`src/rtl/core/gcm_pkg.sv`:
```
// Shared constants and codes for the greedy change maker.
package gcm_pkg;

   // Default parameter values
   localparam int MAX_DENOMS_DEFAULT   = 6;
   localparam int AMOUNT_WIDTH_DEFAULT = 16;

   // Fixed field widths
   localparam int SLOT_REGS       = 6;
   localparam int DENOM_WIDTH     = 16;
   localparam int COUNT_WIDTH     = 16;
   localparam int STATUS_WIDTH    = 2;
   localparam int DCOUNT_WIDTH    = 3;
   localparam int SLOT_IDX_WIDTH  = 3;
   localparam int CSR_ADDR_WIDTH  = 5;
   localparam int CSR_DATA_WIDTH  = 32;

   // Result status codes
   localparam logic [STATUS_WIDTH-1:0] STATUS_OK        = 2'd0;
   localparam logic [STATUS_WIDTH-1:0] STATUS_UNDERPAID = 2'd1;
   localparam logic [STATUS_WIDTH-1:0] STATUS_INEXACT   = 2'd2;

   // Register indexes (byte address / 4)
   localparam logic [2:0] REG_DENOM_COUNT = 3'd0;
   localparam logic [2:0] REG_DENOM_0     = 3'd1;
   localparam logic [2:0] REG_DENOM_1     = 3'd2;
   localparam logic [2:0] REG_DENOM_2     = 3'd3;
   localparam logic [2:0] REG_DENOM_3     = 3'd4;
   localparam logic [2:0] REG_DENOM_4     = 3'd5;
   localparam logic [2:0] REG_DENOM_5     = 3'd6;

endpackage

```
`src/rtl/core/gcm_div.sv`:
```
// Restoring divider, one quotient bit per cycle, shared by all denomination slots.
module gcm_div #(
   parameter int AMOUNT_WIDTH = gcm_pkg::AMOUNT_WIDTH_DEFAULT
) (
   input  logic                             clock,
   input  logic                             reset,
   input  logic                             load,
   input  logic [AMOUNT_WIDTH-1:0]          dividend,
   input  logic [gcm_pkg::DENOM_WIDTH-1:0]  divisor,
   output logic                             done,
   output logic [AMOUNT_WIDTH-1:0]          quotient,
   output logic [gcm_pkg::DENOM_WIDTH-1:0]  remainder
);
   import gcm_pkg::*;

   localparam int CNT_WIDTH = $clog2(AMOUNT_WIDTH);

   logic                    run_ff,  run_in;
   logic                    done_ff, done_in;
   logic [CNT_WIDTH-1:0]    cnt_ff,  cnt_in;
   logic [AMOUNT_WIDTH-1:0] a_ff,    a_in;
   logic [DENOM_WIDTH-1:0]  r_ff,    r_in;
   logic [DENOM_WIDTH-1:0]  d_ff,    d_in;

   logic [DENOM_WIDTH:0]    trial;
   logic [DENOM_WIDTH:0]    diff;
   logic                    fits;

   // One shift-compare-subtract step
   assign trial = {r_ff, a_ff[AMOUNT_WIDTH-1]};
   assign diff  = trial - {1'b0, d_ff};
   assign fits  = (trial >= {1'b0, d_ff});

   always_comb begin
      run_in  = run_ff;
      done_in = 1'b0;
      cnt_in  = cnt_ff;
      a_in    = a_ff;
      r_in    = r_ff;
      d_in    = d_ff;
      if (load) begin
         run_in = 1'b1;
         cnt_in = CNT_WIDTH'(AMOUNT_WIDTH - 1);
         a_in   = dividend;
         r_in   = '0;
         d_in   = divisor;
      end else if (run_ff) begin
         // dividend bits shift out the top, quotient bits shift in the bottom
         a_in = {a_ff[AMOUNT_WIDTH-2:0], fits};
         r_in = fits ? diff[DENOM_WIDTH-1:0] : trial[DENOM_WIDTH-1:0];
         cnt_in = cnt_ff - 1'b1;
         if (cnt_ff == '0) begin
            run_in  = 1'b0;
            done_in = 1'b1;
         end
      end
   end

   always_ff @(posedge clock) begin
      if (reset) begin
         run_ff  <= 1'b0;
         done_ff <= 1'b0;
         cnt_ff  <= '0;
      end else begin
         run_ff  <= run_in;
         done_ff <= done_in;
         cnt_ff  <= cnt_in;
      end
   end

   // datapath, no reset
   always_ff @(posedge clock) begin
      a_ff <= a_in;
      r_ff <= r_in;
      d_ff <= d_in;
   end

   assign done      = done_ff;
   assign quotient  = a_ff;
   assign remainder = r_ff;

endmodule

```
`src/rtl/core/greedy_change_maker.sv`:
```
// Greedy change maker: top level with sequencer, registers and result stage.
//
// Usage:
//  - Request: drive req_price and req_paid and raise start; the transaction is
//    taken at a rising edge with start high and busy low. busy stays high
//    until the result is issued.
//  - Result: rsp_valid pulses for one cycle with rsp_status and the six
//    rsp_count_* values; the receiver cannot stall it and must take it then.
//  - Config: APB-style port, register i at byte address 4*i (denom_count,
//    then denom_0..denom_5); write only while idle. Reads return the values.
//  - Sequence: underpaid requests are answered straight from the check
//    state. Otherwise the sequencer walks the used slots in order,
//    fetching and loading each one and dividing the remaining change by
//    it; a slot of value zero is skipped without a division. The single
//    restoring divider works one quotient bit per cycle.
//  - Throughput: one transaction at a time; a new one may be taken in the
//    cycle the result is shown.
//  - Reset: synchronous; denom_count and every denom_i return to 1, the
//    sequencer goes idle and any transaction in flight is dropped.
module greedy_change_maker #(
   parameter int MAX_DENOMS   = gcm_pkg::MAX_DENOMS_DEFAULT,
   parameter int AMOUNT_WIDTH = gcm_pkg::AMOUNT_WIDTH_DEFAULT
) (
   input  logic                                clock,
   input  logic                                reset,
   // request channel
   input  logic                                start,
   output logic                                busy,
   input  logic [AMOUNT_WIDTH-1:0]             req_price,
   input  logic [AMOUNT_WIDTH-1:0]             req_paid,
   // result channel
   output logic                                rsp_valid,
   output logic [gcm_pkg::STATUS_WIDTH-1:0]    rsp_status,
   output logic [gcm_pkg::COUNT_WIDTH-1:0]     rsp_count_0,
   output logic [gcm_pkg::COUNT_WIDTH-1:0]     rsp_count_1,
   output logic [gcm_pkg::COUNT_WIDTH-1:0]     rsp_count_2,
   output logic [gcm_pkg::COUNT_WIDTH-1:0]     rsp_count_3,
   output logic [gcm_pkg::COUNT_WIDTH-1:0]     rsp_count_4,
   output logic [gcm_pkg::COUNT_WIDTH-1:0]     rsp_count_5,
   // configuration port
   input  logic                                psel,
   input  logic                                penable,
   input  logic                                pwrite,
   input  logic [gcm_pkg::CSR_ADDR_WIDTH-1:0]  paddr,
   input  logic [gcm_pkg::CSR_DATA_WIDTH-1:0]  pwdata,
   output logic [gcm_pkg::CSR_DATA_WIDTH-1:0]  prdata,
   output logic                                pready
);
   import gcm_pkg::*;

   typedef enum logic [4:0] {
      ST_IDLE   = 5'b00001,
      ST_CHECK  = 5'b00010,
      ST_FETCH  = 5'b00100,
      ST_LOAD   = 5'b01000,
      ST_DIVIDE = 5'b10000
   } state_type;

   state_type                  state_ff, state_in;
   logic [AMOUNT_WIDTH-1:0]    price_ff, price_in;
   logic [AMOUNT_WIDTH-1:0]    paid_ff,  paid_in;
   logic [AMOUNT_WIDTH-1:0]    rem_ff,   rem_in;
   logic [SLOT_IDX_WIDTH-1:0]  slot_ff,  slot_in;
   logic [DENOM_WIDTH-1:0]     cur_denom_ff, cur_denom_in;
   logic [COUNT_WIDTH-1:0]     counts_ff [SLOT_REGS];
   logic [COUNT_WIDTH-1:0]     counts_in [SLOT_REGS];

   logic                       rsp_valid_ff,  rsp_valid_in;
   logic [STATUS_WIDTH-1:0]    rsp_status_ff, rsp_status_in;
   logic [COUNT_WIDTH-1:0]     rsp_count_ff [SLOT_REGS];
   logic [COUNT_WIDTH-1:0]     rsp_count_in [SLOT_REGS];

   logic [DCOUNT_WIDTH-1:0]    denom_count_ff;
   logic [DENOM_WIDTH-1:0]     denom_ff [SLOT_REGS];
   logic [CSR_DATA_WIDTH-1:0]  prdata_ff;

   logic                       div_load;
   logic                       div_done;
   logic [AMOUNT_WIDTH-1:0]    div_quot;
   logic [DENOM_WIDTH-1:0]     div_rem;
   logic [31:0]                quot_ext;
   logic [COUNT_WIDTH-1:0]     quot_sat;
   logic [SLOT_IDX_WIDTH-1:0]  used_slots;
   logic [2:0]                 csr_index;
   logic                       csr_wr;
   logic                       csr_rd_setup;

   // Shared divider
   gcm_div #(
      .AMOUNT_WIDTH (AMOUNT_WIDTH)
   ) u_gcm_div (
      .clock     (clock),
      .reset     (reset),
      .load      (div_load),
      .dividend  (rem_ff),
      .divisor   (cur_denom_ff),
      .done      (div_done),
      .quotient  (div_quot),
      .remainder (div_rem)
   );

   // Count saturates to the 16-bit field
   assign quot_ext = 32'(div_quot);
   assign quot_sat = (|quot_ext[31:COUNT_WIDTH]) ? '1 : quot_ext[COUNT_WIDTH-1:0];

   // Slot count limited to the build's slot maximum
   assign used_slots = (denom_count_ff > DCOUNT_WIDTH'(MAX_DENOMS)) ?
                       SLOT_IDX_WIDTH'(MAX_DENOMS) : denom_count_ff;

   // Sequencer
   always_comb begin
      state_in      = state_ff;
      price_in      = price_ff;
      paid_in       = paid_ff;
      rem_in        = rem_ff;
      slot_in       = slot_ff;
      cur_denom_in  = cur_denom_ff;
      counts_in     = counts_ff;
      rsp_valid_in  = 1'b0;
      rsp_status_in = rsp_status_ff;
      rsp_count_in  = rsp_count_ff;
      div_load      = 1'b0;
      case (state_ff)
         ST_IDLE: begin
            if (start) begin
               price_in = req_price;
               paid_in  = req_paid;
               state_in = ST_CHECK;
            end
         end
         ST_CHECK: begin
            slot_in = '0;
            for (int j = 0; j < SLOT_REGS; j++) begin
               counts_in[j] = '0;
            end
            if (paid_ff < price_ff) begin
               rsp_valid_in  = 1'b1;
               rsp_status_in = STATUS_UNDERPAID;
               for (int j = 0; j < SLOT_REGS; j++) begin
                  rsp_count_in[j] = '0;
               end
               state_in = ST_IDLE;
            end else begin
               rem_in   = paid_ff - price_ff;
               state_in = ST_FETCH;
            end
         end
         ST_FETCH: begin
            if (slot_ff == used_slots) begin
               // all slots walked: anything left means no exact change
               rsp_valid_in = 1'b1;
               if (rem_ff == '0) begin
                  rsp_status_in = STATUS_OK;
                  rsp_count_in  = counts_ff;
               end else begin
                  rsp_status_in = STATUS_INEXACT;
                  for (int j = 0; j < SLOT_REGS; j++) begin
                     rsp_count_in[j] = '0;
                  end
               end
               state_in = ST_IDLE;
            end else begin
               cur_denom_in = denom_ff[slot_ff];
               state_in     = ST_LOAD;
            end
         end
         ST_LOAD: begin
            // zero-valued slot is skipped
            if (cur_denom_ff == '0) begin
               slot_in  = slot_ff + 1'b1;
               state_in = ST_FETCH;
            end else begin
               div_load = 1'b1;
               state_in = ST_DIVIDE;
            end
         end
         ST_DIVIDE: begin
            if (div_done) begin
               counts_in[slot_ff] = quot_sat;
               rem_in             = AMOUNT_WIDTH'(div_rem);
               slot_in            = slot_ff + 1'b1;
               state_in           = ST_FETCH;
            end
         end
         default: begin
            state_in = ST_IDLE;
         end
      endcase
   end

   always_ff @(posedge clock) begin
      if (reset) begin
         state_ff     <= ST_IDLE;
         rsp_valid_ff <= 1'b0;
      end else begin
         state_ff     <= state_in;
         rsp_valid_ff <= rsp_valid_in;
      end
   end

   // datapath and result payload, no reset
   always_ff @(posedge clock) begin
      price_ff      <= price_in;
      paid_ff       <= paid_in;
      rem_ff        <= rem_in;
      slot_ff       <= slot_in;
      cur_denom_ff  <= cur_denom_in;
      counts_ff     <= counts_in;
      rsp_status_ff <= rsp_status_in;
      rsp_count_ff  <= rsp_count_in;
   end

   // Configuration registers
   assign csr_index    = paddr[4:2];
   assign csr_wr       = psel && penable && pwrite;
   assign csr_rd_setup = psel && !penable && !pwrite;

   always_ff @(posedge clock) begin
      if (reset) begin
         denom_count_ff <= DCOUNT_WIDTH'(1);
         for (int j = 0; j < SLOT_REGS; j++) begin
            denom_ff[j] <= DENOM_WIDTH'(1);
         end
      end else if (csr_wr) begin
         case (csr_index)
            REG_DENOM_COUNT: denom_count_ff <= pwdata[DCOUNT_WIDTH-1:0];
            REG_DENOM_0:     denom_ff[0]    <= pwdata[DENOM_WIDTH-1:0];
            REG_DENOM_1:     denom_ff[1]    <= pwdata[DENOM_WIDTH-1:0];
            REG_DENOM_2:     denom_ff[2]    <= pwdata[DENOM_WIDTH-1:0];
            REG_DENOM_3:     denom_ff[3]    <= pwdata[DENOM_WIDTH-1:0];
            REG_DENOM_4:     denom_ff[4]    <= pwdata[DENOM_WIDTH-1:0];
            REG_DENOM_5:     denom_ff[5]    <= pwdata[DENOM_WIDTH-1:0];
            default: begin
            end
         endcase
      end
   end

   // Read data captured in the setup cycle
   always_ff @(posedge clock) begin
      if (csr_rd_setup) begin
         case (csr_index)
            REG_DENOM_COUNT: prdata_ff <= CSR_DATA_WIDTH'(denom_count_ff);
            REG_DENOM_0:     prdata_ff <= CSR_DATA_WIDTH'(denom_ff[0]);
            REG_DENOM_1:     prdata_ff <= CSR_DATA_WIDTH'(denom_ff[1]);
            REG_DENOM_2:     prdata_ff <= CSR_DATA_WIDTH'(denom_ff[2]);
            REG_DENOM_3:     prdata_ff <= CSR_DATA_WIDTH'(denom_ff[3]);
            REG_DENOM_4:     prdata_ff <= CSR_DATA_WIDTH'(denom_ff[4]);
            REG_DENOM_5:     prdata_ff <= CSR_DATA_WIDTH'(denom_ff[5]);
            default:         prdata_ff <= '0;
         endcase
      end
   end

   // Outputs
   assign busy        = (state_ff != ST_IDLE);
   assign rsp_valid   = rsp_valid_ff;
   assign rsp_status  = rsp_status_ff;
   assign rsp_count_0 = rsp_count_ff[0];
   assign rsp_count_1 = rsp_count_ff[1];
   assign rsp_count_2 = rsp_count_ff[2];
   assign rsp_count_3 = rsp_count_ff[3];
   assign rsp_count_4 = rsp_count_ff[4];
   assign rsp_count_5 = rsp_count_ff[5];
   assign prdata      = prdata_ff;
   assign pready      = 1'b1;

endmodule

```
`config.mk`:
```
export PLATFORM = sky130hd
export DESIGN_NAME = greedy_change_maker
export DESIGN_NICKNAME = d
export VERILOG_FILES = /design/src/rtl/core/gcm_pkg.sv /design/src/rtl/core/gcm_div.sv /design/src/rtl/core/greedy_change_maker.sv
export SDC_FILE = /design/constraint.sdc
export NUM_CORES = 1
export LEC_CHECK = 0
export BUFFER_PORTS_ARGS = -buffer_cell sky130_fd_sc_hd__buf_2
export CAP_MARGIN = 10
export CORE_AREA = 2 2 217 219
export DETAILED_ROUTE_END_ITERATION = 7
export DIE_AREA = 0 0 219 221
export SYNTH_ARGS = -nofsm -noshare
export SYNTH_HDL_FRONTEND = slang
export SYNTH_SLANG_ARGS = --single-unit
```
`constraint.sdc`:
```
create_clock -name clock -period 8.1 [get_ports clock]
set_input_delay 0.81 -clock clock [delete_from_list [all_inputs] [get_ports clock]]
set_output_delay 0.81 -clock clock [all_outputs]
set_load 0.01 [all_outputs]
```
### Word level (Yosys, flattened, before mapping)

Memories as Yosys holds them, arrays and structs flattened. A register that Yosys moved wholly into a read port is not among the register bits.
Index checks and enable logic that the tools add are counted.

* $mul: 0
* muxes and demuxes: 73
* equal/unequal tests: 19
* div/mod/pow operators: 0
* shift-type cells: 0
* order comparisons: 5
* add/subtract/negate cells: 4
* bitwise gates (word level): 9
* reduce and logical (&&, ||, !) cells: 24

Operator list (count)
* $mux W96: 4
* $pmux W96 S2: 2
* $mux W16: 12
* $pmux W16 S7: 1
* $bwmux W96: 1
* $demux W16 S3: 1
* $mux W1: 34
* $logic_not A16 Y1: 2
* $pmux W16 S2: 1
* $sub A16 B16 Y16: 2
* $pmux W5 S5: 1
* $ge A17 B16 Y1: 1
* $lt A16 B16 Y1: 1
* $mux W5: 3
* $mux W3: 4
* $mux W4: 3
* $ne A2 B2 Y1 const B: 5
* $reduce_and A2 Y1: 5
* $eq A3 B3 Y1 const B: 3
* $pmux W3 S3: 1
* $reduce_and A3 Y1: 3
* $eq A3 B2 Y1 const B: 2
* $mux W2: 3
* $or A1 B1 Y1: 6
* other kinds (25): 33

* latch bits: 0
* register bits: 340
* output and inout port bits: 133
* bits in read-only memories: 0
* RAM bits: 96
* input bits: 75
* memories kept: 1
* word-level logic and storage cells: 162

Memories
* denom_ff: words 6, bits a word 16, read ports 7, clocked after Yosys merged registers in 1, write ports 6, RTL line greedy_change_maker.sv:74 `logic [DENOM_WIDTH-1:0] denom_ff [SLOT_REGS];`

### Logic depth before layout (Yosys ltp)

* depth in word-level cells: 8
* gate-level depth with buffers: 11
* mapped depth without buffers: 10

### Modules after synthesis

From an unflattened synthesis, not the netlist that was laid out.

* cells, all modules: 1707
* area total of the unflattened synthesis: 20502.2 um^2

By module, submodules not included
* greedy_change_maker: seq. area each 11380.9 um^2, area each 17359.1 um^2, times used 1, cells an instance 1390
* gcm_div: seq. area each 1401.3 um^2, area each 3143.0 um^2, times used 1, cells an instance 317

### Worst setup path after synthesis

Ideal clock, no wire load.

* kind: register to register
* start point: reg paid_ff[0]
* end point: reg rsp_count_ff, in the netlist rsp_count_0[0], enable pin
* arrival: 4.378 ns
* buffers on the path: 0
* slack: 3.262 ns
* library setup time: 0.460 ns
* cell stages (with the launch flop): 10
* clock period less this slack: 4.838 ns
* data required time: 7.640 ns
* path through: edfxtp_1 > inv_1 > ha_1 > fa_1 > nor2b_4 > o31a_1 > o31a_1 > or4_4 > a311o_1 > nand2_1

* longest elaborated chain between the ends: 3

Ends and longest elaborated chain
* from (decl): RTL line greedy_change_maker.sv:61 `logic [AMOUNT_WIDTH-1:0] paid_ff, paid_in;`
* from (signal assigned): RTL line greedy_change_maker.sv:204 `paid_ff <= paid_in;`
* $lt A16 B16 Y1: RTL line greedy_change_maker.sv:136 `if (paid_ff < price_ff) begin`
* $ne A2 B2 Y1 (no line)
* $reduce_and A3 Y1 (no line)
* to (signal assigned): RTL line greedy_change_maker.sv:210 `rsp_count_ff <= rsp_count_in;`
* to (decl): RTL line greedy_change_maker.sv:70 `logic [COUNT_WIDTH-1:0] rsp_count_ff [SLOT_REGS];`

Every way passes these cells.
A chain may end at the register's enable or synchronous reset.

### Worst setup path after layout

* start point: reg paid_ff[0]
* end point: reg rsp_count_ff, in the netlist rsp_count_1[3], enable pin

The elaborated chain is that of the path after synthesis.

==> results.sh <==
export IMPL_std_cell_rows=79
export IMPL_clockBufferDepth=3
export IMPL_synthToLayoutAreaGrowth_pct=15.1
export IMPL_htree_levels=2
export IMPL_wire_per_inst_um=20.1
export IMPL_endpoint_kind="flip-flop"
export IMPL_synth_edff_count=405
export IMPL_clock_skew_ps=19.3
export IMPL_yosysTopAreaCellShare_pct=59.3
export IMPL_seqPwrFrac_pct=49.2
export IMPL_arrival_ps=4300
export IMPL_gr_total_overflow=0
export IMPL_seqCellArea_um2=12800
export IMPL_drt_iter0_markers=979
export IMPL_hp_start="req_paid[4]"
export IMPL_grt_max_degree=91
export IMPL_min_path_type="primary input to flip-flop"
export IMPL_synth_largest_area_cell="edfxtp_1"
export IMPL_path_clk_slew_ps=60
export IMPL_cellPowerDensity_nw_per_um2=221
export IMPL_dr_total_vias=14000
export IMPL_ctsHoldBuffers=0
export IMPL_tightest_slew_ps=1190
export IMPL_finalCriticalPeriod_ps=4100
export IMPL_clockPowerShare_pct=42.9
export IMPL_viasPerCell=5.47
export IMPL_cts_root_buffer="clkbuf_16"
export IMPL_fmaxAchievable_mhz=244
export IMPL_io_pin_count=208
export IMPL_ir_drop_mv=0.150
export IMPL_synthArstFlopShare_pct=0
export IMPL_ys_seq_area_share_pct=62.4
export IMPL_first_global_vias=13600
export IMPL_run_status="finished clean"
export IMPL_die_w_um=219
export IMPL_synth_adder_area_share_pct=2.27
export IMPL_track_usage_pct=21.2
export IMPL_gp_congestion=0.837
export IMPL_path_class="flip-flop to flip-flop"
export IMPL_avgSynthCellArea_um2=11.6
export IMPL_hold_viol_final=0
export IMPL_fin_crit_sh_pct=50.6
export IMPL_swShare_pct=22.5
export IMPL_cts_sinks=436
export IMPL_first_pass_iters=5
export IMPL_synthesis_area_um2=20500
export IMPL_drc=0
export IMPL_synth_seq_cells=436
export IMPL_antenna_found_initial=2
export IMPL_cts_resized_gates=0
export IMPL_power_leakage_nw=8.73
export IMPL_pwr_share_comb_pct=7.8
export IMPL_synth_top_family_by_area="simple AND/OR/NAND/NOR gates"
export IMPL_nFillCells=4129
export IMPL_timing_hold_ws_ps=404
export IMPL_core_area_um2=46100
export IMPL_synth_xor_area_share_pct=0.983
export IMPL_grt_pass1_wl_um=79200
export IMPL_tns_ps=0
export IMPL_portBuffers=172
export IMPL_dp_hpwl_um=33900
export IMPL_clkLatencyLatePin_ps=590
export IMPL_antennaDiodeCount=0
export IMPL_finalWirelength_um=51400
export IMPL_start_kind="flip-flop"
export IMPL_initial_utilization_pct=44.5
export IMPL_layout_drive_gt1_share_pct=16.4
export IMPL_synth_area_top_cells="edfxtp_1 (59%), and2_1 (5.9%), nand2_1 (5.3%)"
export IMPL_multi_input_area_um2=7170
export IMPL_synth_main_ff_cell="edfxtp_1"
export IMPL_synth_cell_type_count=68
export IMPL_slew_violations=0
export IMPL_crit_fanout=76
export IMPL_synthMostInstantiatedCell="edfxtp_1"
export IMPL_r2r_start="paid_ff[0]"
export IMPL_synthTopCellsByCount="edfxtp_1 (405), nand2_1 (289), and2_1 (193)"
export IMPL_synth_simple_area_share_pct=17.1
export IMPL_postRouteAntennaNets=0
export IMPL_nNetsFinal=2031
export IMPL_crit_required_ps=8310
export IMPL_synth_yosys_warnings=0
export IMPL_power_switching_w=0.00118
export IMPL_cts_tree="done"
export IMPL_p_int_w=0.00404
export IMPL_synthCells=1771
export IMPL_rsz0062_at_grt="no"
export IMPL_synth_mux_area_share_pct=3.63
export IMPL_utilization_pct=51.2
export IMPL_startpoint="paid_ff[0]"
export IMPL_drv_cap=0
export IMPL_setup_viol=0
export IMPL_postCtsSetupBuffers=0
export IMPL_max_slew_margin_pct=20.4
export IMPL_synth_compound_area_share_pct=10.3
export IMPL_dieArea_um2=48400
export IMPL_die_h_um=221
export IMPL_cts_buffers=48
## per-stage QoR
step                cells  worst slack, ps  area, um^2  power, W
finish               2562             4000       23600   0.00522
global placement     2476             4060       21900   0.00301
floorplan            1786             3260       20500   0.00289
CTS                  2561             3990       23600   0.00526
detailed placement   2476             4000       21900   0.00302
global route         2562             3790       23600   0.00540
## cell families (layout without fill, tap and decap cells)
family,after synthesis,count (layout)
compound gates,343,343
other cells,2,17
mux,60,60
flops,436,436
simple gates,707,707
buf+inv,164,333
xor+xnor,23,23
fa+ha+maj,36,36
## layer usage
layer | GRT usage, % | wire (um)
met5 | 0 | 23
met4 | 5.71 | 1230
met3 | 3.38 | 2650
met2 | 34.9 | 24700
met1 | 29.4 | 22800
## state kept, by name (all words and copies together) (netlist names), 5 cells and up
signal / flops
counts_ff: 96
rem_ff: 16
prdata: 16
u_gcm_div.remainder: 16
paid_ff: 16
rsp_count_4: 16
rsp_count_3: 16
denom_ff: 96
u_gcm_div.d_ff: 16
rsp_count_5: 16
u_gcm_div.quotient: 16
rsp_count_1: 16
price_ff: 16
state_ff: 5
cur_denom_ff: 16
rsp_count_0: 16
rsp_count_2: 16
## worst paths after layout
kind	end	slack (ps)	depth (start not counted)
worst max-delay path	rsp_count_1[3]	4000	10
worst min-delay path	paid_ff[4]	400	1
worst max register to register	rsp_count_1[3]	4000	10
worst min register to register	u_gcm_div.d_ff[9]	460	0
## cells in the final DEF (no fill, tap or decap), types with 8 or more instances in the layout
cell type and instances:
mux4_2 9, clkbuf_1 11, buf_4 25, nor2_1 72
nand2b_1 13, mux2_2 24, edfxtp_1 405, a21oi_1 170
nand2_1 286, mux2i_1 27, nor3_1 15, a221oi_1 13
a22oi_1 8, nand3_1 38, a31oi_1 15, o21a_1 12
a21o_1 11, nor4_1 10, conb_1 17, clkinv_1 8
nand4_1 10, or3_1 11, and2_1 193, a211oi_1 8
o21ai_0 45, xor2_1 9, clkbuf_16 49, o31a_1 8
nor2b_1 15, xnor2_1 14, dfxtp_1 31, buf_2 172
nand3b_1 12, inv_1 48, ha_1 34
## area by class of cell
type | instances | share of cell area, %
clock buffers | 63 | 5.55
flip-flops and latches | 436 | 54.2
multi-input cells | 1186 | 30.4
inverters | 50 | 0.796
repair buffers | 198 | 4.56
well taps | 607 | 3.22
clock inverters | 22 | 1.26
## worst max-delay path, cell delays in order (launching register included)
cell,delay (ps)
edfxtp_1,360
inv_1,60
ha_1,180
fa_1,270
nor2b_4,60
o31a_1,270
o31a_1,300
or4_4,530
a311o_1,500
nand2_4,310
buf_4,770
## power by group through the flow
stage,Sequential [W],Combinational [W],Clock [W]
6_report,0.00257,0.000409,0.00224
5_1_grt,0.00258,0.000452,0.00237
4_1_cts,0.00257,0.000406,0.00228
3_5_place_dp,0.00262,0.000404,0
3_3_place_gp,0.00261,0.000399,0
2_1_floorplan,0.00261,0.000286,0
Power figures use the tool's default switching activity.
